<file path="src/srdz_pkg.sv">
// Shared constants and types for the stick radial dead-zone unit.
// No dependencies; compile first.
package srdz_pkg;

  // Sample and register widths
  localparam int IN_W       = 16;
  localparam int DZ_W       = 15;
  localparam int FS_W       = 16;
  localparam int CFG_IDX_W  = 1;
  localparam int CFG_DATA_W = 16;

  localparam logic [DZ_W-1:0] DZ_RESET = 15'd4000;
  localparam logic [FS_W-1:0] FS_RESET = 16'd32767;

  // Square root: 32-bit sum of squares, 16-bit root, two radicand bits per step
  localparam int SUM_W    = 32;
  localparam int ROOT_W   = 16;
  localparam int SQ_STEPS = ROOT_W;
  localparam int REM_W    = ROOT_W + 1;

  // Restoring divider: dividend, divisor, quotient widths (one quotient bit per stage)
  localparam int DIV_NW = 31;
  localparam int DIV_DW = 16;
  localparam int DIV_QW = 16;

  // Fixed-point scaling of the results
  localparam int DIR_FRAC = 14;
  localparam int MAG_FRAC = 15;
  localparam int OUT_W    = 16;
  localparam logic [OUT_W-1:0] MAG_ONE = 16'd32768;

  // Configuration register indexes
  typedef enum logic [CFG_IDX_W-1:0] {
    REG_DEADZONE   = 1'b0,
    REG_FULL_SCALE = 1'b1
  } cfg_reg_t;

  // One result item
  typedef struct packed {
    logic                    active;
    logic signed [OUT_W-1:0] dir_x;
    logic signed [OUT_W-1:0] dir_y;
    logic        [OUT_W-1:0] norm_magnitude;
  } res_t;

endpackage

</file>
<file path="src/srdz_div.sv">
// Pipelined restoring divider, one quotient bit per register stage.
// Depends on srdz_pkg for default widths.
module srdz_div import srdz_pkg::*; #(
  parameter int NW = DIV_NW,
  parameter int DW = DIV_DW,
  parameter int QW = DIV_QW
) (
  input  logic          clk,
  input  logic          adv,
  input  logic [NW-1:0] num,
  input  logic [DW-1:0] den,
  output logic [QW-1:0] quo
);

  localparam int CW = DW + QW;

  logic [NW-1:0] rem_r [QW];
  logic [DW-1:0] den_r [QW];
  logic [QW-1:0] quo_r [QW];

  for (genvar i = 0; i < QW; i++) begin : g_stage
    localparam int Sh = QW - 1 - i;
    logic [NW-1:0] rem_in;
    logic [DW-1:0] den_in;
    logic [QW-1:0] quo_in;
    logic [CW-1:0] rem_ext;
    logic [CW-1:0] den_sh;
    logic [CW-1:0] diff;
    logic          ge;
    logic [NW-1:0] rem_nxt;
    logic [QW-1:0] quo_nxt;

    if (i == 0) begin : g_first
      assign rem_in = num;
      assign den_in = den;
      assign quo_in = '0;
    end else begin : g_next
      assign rem_in = rem_r[i-1];
      assign den_in = den_r[i-1];
      assign quo_in = quo_r[i-1];
    end

    always_comb begin
      rem_ext = CW'(rem_in);
      den_sh  = CW'(den_in) << Sh;
      diff    = rem_ext - den_sh;
      ge      = (rem_ext >= den_sh);
      rem_nxt = ge ? diff[NW-1:0] : rem_in;
      quo_nxt = quo_in;
      quo_nxt[Sh] = ge;
    end

    always_ff @(posedge clk) begin
      if (adv) begin
        rem_r[i] <= rem_nxt;
        den_r[i] <= den_in;
        quo_r[i] <= quo_nxt;
      end
    end
  end

  assign quo = quo_r[QW-1];

endmodule

</file>
<file path="config.mk">
export PLATFORM = sky130hd
export DESIGN_NAME = srdz_div
export DESIGN_NICKNAME = d
export VERILOG_FILES = /design/src/srdz_pkg.sv /design/src/srdz_div.sv
export SDC_FILE = /design/constraint.sdc
export NUM_CORES = 1
export LEC_CHECK = 0
export ABC_AREA = 1
export BUFFER_PORTS_ARGS = -buffer_cell sky130_fd_sc_hd__clkbuf_2
export CORE_MARGIN = 2
export CORE_UTILIZATION = 25
export CTS_BUF_LIST = sky130_fd_sc_hd__clkbuf_2
export DETAILED_ROUTE_END_ITERATION = 16
export GPL_TIMING_DRIVEN = 0
export MAX_ROUTING_LAYER = met4
export PLACE_DENSITY_LB_ADDON = 0.08
export SLEW_MARGIN = 15
export SYNTH_ARGS = -nofsm -noshare
export SYNTH_HDL_FRONTEND = slang
export SYNTH_SLANG_ARGS = --single-unit
</file>
<file path="constraint.sdc">
create_clock -name clk -period 3.5 [get_ports clk]
set_clock_uncertainty 0.1 [all_clocks]
set_input_delay 0.175 -clock clk [delete_from_list [all_inputs] [get_ports clk]]
set_output_delay 0.175 -clock clk [all_outputs]
set_load 0.01 [all_outputs]
</file>
=== Yosys cells after proc, flatten, opt, wreduce, memory -nomap -nowiden ===
Memories as Yosys holds them, arrays and structs flattened.
Index checks and enable logic that the tools add are counted.

* Input port bits: 49
* Memories kept: 3
* Logic and storage cells: 53
* Output and inout bits: 16
* Bits in registers: 0
* RAM bits: 1,008

{| class="wikitable"
|+ Memories
! memory !! depth !! width !! read ports !! clocked after Yosys merged registers in !! wr ports !! line !! source
|-
| rem_r || 16 || 31 || 15 || 0 || 16 || srdz_div.sv:17 || <nowiki>logic [NW-1:0] rem_r [QW];</nowiki>
|-
| den_r || 16 || 16 || 15 || 0 || 16 || srdz_div.sv:18 || <nowiki>logic [DW-1:0] den_r [QW];</nowiki>
|-
| quo_r || 16 || 16 || 16 || 0 || 16 || srdz_div.sv:19 || <nowiki>logic [QW-1:0] quo_r [QW];</nowiki>
|}

* $add $sub $neg: 16
* Muxes and demuxes: 18
* $lt $le $gt $ge: 16

{| class="wikitable"
|+ Operators with widths
! operator !! count
|-
| $mux 31 || 16
|-
| $ge 31x16->1 || 1
|-
| $ge 31x17->1 || 1
|-
| $ge 31x18->1 || 1
|-
| $ge 31x19->1 || 1
|-
| $ge 31x20->1 || 1
|-
| $ge 31x21->1 || 1
|-
| $ge 31x22->1 || 1
|-
| $ge 31x23->1 || 1
|-
| $ge 31x24->1 || 1
|-
| $ge 31x25->1 || 1
|-
| $ge 31x26->1 || 1
|-
| $ge 31x27->1 || 1
|-
| $ge 31x28->1 || 1
|-
| $ge 31x29->1 || 1
|-
| $ge 31x30->1 || 1
|-
| $ge 31x31->1 || 1
|-
| $sub 31x16->31 || 1
|-
| $sub 31x17->31 || 1
|-
| $sub 31x18->31 || 1
|-
| $sub 31x19->31 || 1
|-
| $sub 31x20->31 || 1
|-
| $sub 31x21->31 || 1
|-
| $sub 31x22->31 || 1
|-
| other kinds (10) || 11
|}

=== Depth between registers and ports, before layout ===
An unclocked memory read counts as a cell.

* Depth after elaboration: 3
* Depth in mapped cells: 16
* Gate-level depth less buffers: 15

=== Worst setup path before layout ===
No wires, ideal clock.

* Kind: register to register
* Start: memory den_r[13][0] (netlist bit)
* End: memory rem_r[1][199] (netlist bit) (data pin)
* Setup time: 252 ps
* Path slack: 1,203 ps
* Data arrival time: 1,945 ps
* Required time: 3,148 ps
* Cell stages (with the launch flop): 16
* Period minus slack after synthesis: 2,297 ps
* Path buffers: 1
* Cells stage by stage: edfxtp_1 -> ha_1 -> fa_1 -> inv_1 -> nand3_1 -> nand3_2 -> nand2_1 -> nand2_1 -> nand2_1 -> nand2_1 -> nand2_2 -> nand2_4 -> inv_4 -> buf_6 -> nand2_1 -> nand2_1

{| class="wikitable"
|+ RTL lines
! element !! line
|-
| start, declared || srdz_div.sv:18
|-
| end, declared || srdz_div.sv:17
|}

==> flow_metrics.py <==
metrics = {
    "critical_path": {
        "rr_startpoint": "rem_r[0][230]",
        "crit_path_max_fanout": 5,
        "required_ns": 4.79,
        "criticalPathCategory": "input port to flip-flop",
        "r2r_slack_ns": 0.38,
        "end_kind": "flip-flop",
        "reg2reg_to": "rem_r[1][22]",
        "ff2ff_path_depth": 11,
        "cp-start-kind": "input port",
        "arrival_ns": 4.95,
    },
    "cells_and_area": {
        "layout-drive-gt1-share_pct": 10.39,
        "fillers": 22160,
        "seq_area_sq_um": 25250,
        "syn_to_final_growth_pct": 15.67,
        "layout_common_cells": "nand2_1, inv_1, edfxtp_1",
        "multi_input_area_sq_um": 21620,
        "layout_commonest_cell": "nand2_1",
        "final_nets": 7027,
        "final_area_sq_um": 59150,
    },
    "sta": {
        "period_needed_ns": 3.656,
        "slew_headroom_pct": 20.57,
        "final-setup-viol-count": 5,
        "setup_tns_ns": -0.5575,
        "setup_ws_ns": -0.1556,
        "fin_crit_sh_pct": 104.4,
        "whs_ns": 0.2722,
        "hold_viol_final": 0,
        "max_freq_mhz": 273.6,
        "slew_violations": 0,
        "worst_pin_slew_ns": 1.192,
    },
    "hold_path": {
        "worstHoldEndpoint": "rem_r[0][190]",
        "hold_path_class": "flip-flop to flip-flop",
        "hold_depth": 0,
        "hp-start": "rem_r[0][159]",
    },
    "place": {
        "port_buffers": 64,
        "gp_congestion": 0.8887,
        "dpl_cell_area_sq_um": 55100,
        "dp_hpwl_mm": 134.2,
    },
    "clock_tree": {
        "worstSkewPairLatency_ns": 1.73,
        "htreeDepth": 5,
        "path_clk_slew_ns": 0.09,
        "cts_root_buf": "clkbuf_2",
        "tritoncts": "yes",
        "cts_buffer_depth": 4,
        "cts_sinks": 841,
        "cts_buffers": 277,
    },
    "synth": {
        "synth_ff_type": "edfxtp_1",
        "postSynthAreaPerCell_sq_um": 8.274,
        "async_reset_ff_share_pct": 0,
        "synth-seq-cells": 841,
        "synth_edf_count": 841,
        "ys_seq_area_share_pct": 49.39,
        "synth_fp_nets": 6500,
        "yosysWarnings": 0,
        "synth_cells": 6180,
        "syn_area_sq_um": 51130,
        "ys_types": 49,
    },
    "grt": {
        "antenna_found_initial": 6,
        "grt_max_degree": 96,
        "gr-total-overflow": 0,
        "grt_pass1_vias": 42160,
        "grtUsageTotal_pct": 16.75,
        "grt_pass1_wl_mm": 256.8,
    },
    "power_and_ir_drop": {
        "ir_worst_vdd_mv": 0.2903,
        "power.density_nw_per_um2": 681.7,
        "p_leak_nw": 27.10,
        "finalPower_mw": 40.32,
    },
    "detailed_routing": {
        "drt-initial-drc-count": 2621,
        "wl_met1_mm": 76.73,
        "drt_first_pass_iters": 6,
        "vias": 41340,
        "met2_length_mm": 81.42,
        "routed_wl_mm": 170.1,
        "drc": 0,
        "dr.max_layer_used": "met4",
        "wl_per_cell_um": 17.78,
        "vias_per_cell": 4.321,
        "route.met3.wl_mm": 6.621,
        "ant_nets": 0,
    },
    "floorplanning": {
        "num_io_pins": 65,
        "coreArea_sq_um": 204000,
        "placementRows": 166,
        "die_height_um": 456.2,
        "die-width_um": 456.2,
        "initial_utilization_pct": 25.07,
        "dieArea_sq_um": 208200,
    },
    "run_status": {
        "violations": "setup timing",
        "status": "finished, violations left",
    },
    "flow_run": {
        "drv_cap": 0,
    },
}
-- cells by family after synthesis --
family / synth area share (%)
buffers and inverters: 8.489
XOR/XNOR: 2.552
AO/OA/AOI/OAI: 4.919
adder cells (fa/ha/maj): 6.852
AND/OR/NAND/NOR: 27.80
flip-flops: 49.39
-- state kept, by name (all words and copies together) (netlist names) --
| name | count |
|---|---|
| rem_r | 465 |
| quo_r | 136 |
| den_r | 240 |
-- per-stage QoR --
stage	setup slack [ns]	std cells	utilization [%]
floorplan	1.203	6180	-
global placement	-13.99	8932	26.88
detailed placement	0.3250	8942	27.01
CTS	0.1711	9561	28.95
global route	-0.05741	9564	28.99
finish	-0.1556	9567	29.00
-- power breakdown --
group / internal [mW] / switching (mW) / leakage [nW] / total [mW]
Sequential: 13.8 / 1.68 / 8.12 / 15.5
Clock: 3.01 / 4.53 / 1.73 / 7.55
Combinational: 5.71 / 11.6 / 17.3 / 17.3
-- cells in the mapped netlist (10+ instances only) --
master / instances / share of area (%)
nand2_2: 14 / 0.17
buf_2: 12 / 0.12
a21oi_2: 54 / 0.92
and2_1: 10 / 0.12
buf_6: 22 / 0.48
nor2_2: 30 / 0.37
nor2_1: 528 / 3.9
nand3_2: 10 / 0.20
o21bai_1: 11 / 0.16
o21ai_2: 17 / 0.29
nor3_1: 63 / 0.62
buf_4: 16 / 0.23
xnor2_1: 35 / 0.60
nand3b_1: 32 / 0.47
nand2_1: 2141 / 16
nand4_1: 132 / 1.6
o21ai_0: 101 / 0.99
fa_1: 15 / 0.59
ha_1: 256 / 6.3
xor2_1: 114 / 2.0
o21ai_1: 18 / 0.18
a21oi_1: 218 / 2.1
nand3_1: 382 / 3.7
inv_2: 28 / 0.21
inv_1: 1007 / 7.4
edfxtp_1: 841 / 49
-- worst max-delay path: stages --
cell           delay (ns)
dlygate4sd3_1        0.53
dlygate4sd3_1        0.57
dlygate4sd3_1        0.59
clkbuf_2             0.14
dlygate4sd3_1        0.59
inv_1                0.06
ha_1                 0.38
nand2_2              0.12
nor2_1               0.13
and2_1               0.18
nand3_2              0.15
nand4_1              0.14
dlygate4sd3_1        0.55
nand2_1              0.08
dlygate4sd3_1        0.58
-- repair_timing --
item | 4_1_cts | 5_1_grt
hold endpoints to repair | 889 | 0
hold buffers | 175 | 0
buffers inserted | 0 | 1
resized for setup | 0 | 13
endpoints found under the setup margin | 0 | 4
-- layer usage --
metal  global-route usage [%]  up-vias
met3                    2.847      294
met5                        -        -
li1                         -    21240
met2                    27.52      821
met4                    6.036        0
met1                    20.66    18980
-- worst max-delay path by stage --
| stage | start | endpoint | slack, ns |
|---|---|---|---|
| floorplan | den_r[13][0] | rem_r[1][199] | 1.20 |
| global placement | adv | den_r[14][7] | -13.99 |
| detailed placement | rem_r[0][232] | rem_r[1][18] | 0.32 |
| CTS | den[9] | rem_r[0][30] | 0.17 |
| global route | den[7] | rem_r[0][27] | -0.06 |
| finish | den[7] | rem_r[0][30] | -0.16 |
-- layout make-up --
| class | instances | share of cell area [%] |
|---|---|---|
| Timing Repair Buffer | 248 | 3.962 |
| Buffer | 52 | 0.7362 |
| Tap cell | 2688 | 5.686 |
| Multi-Input combinational cell | 4248 | 36.56 |
| Antenna cell | 7 | 0.02962 |
| Clock inverter | 69 | 0.5500 |
| Inverter | 1039 | 6.602 |
| Sequential cell | 841 | 42.70 |
| Clock buffer | 375 | 3.173 |
Power figures use the tool's default switching activity.
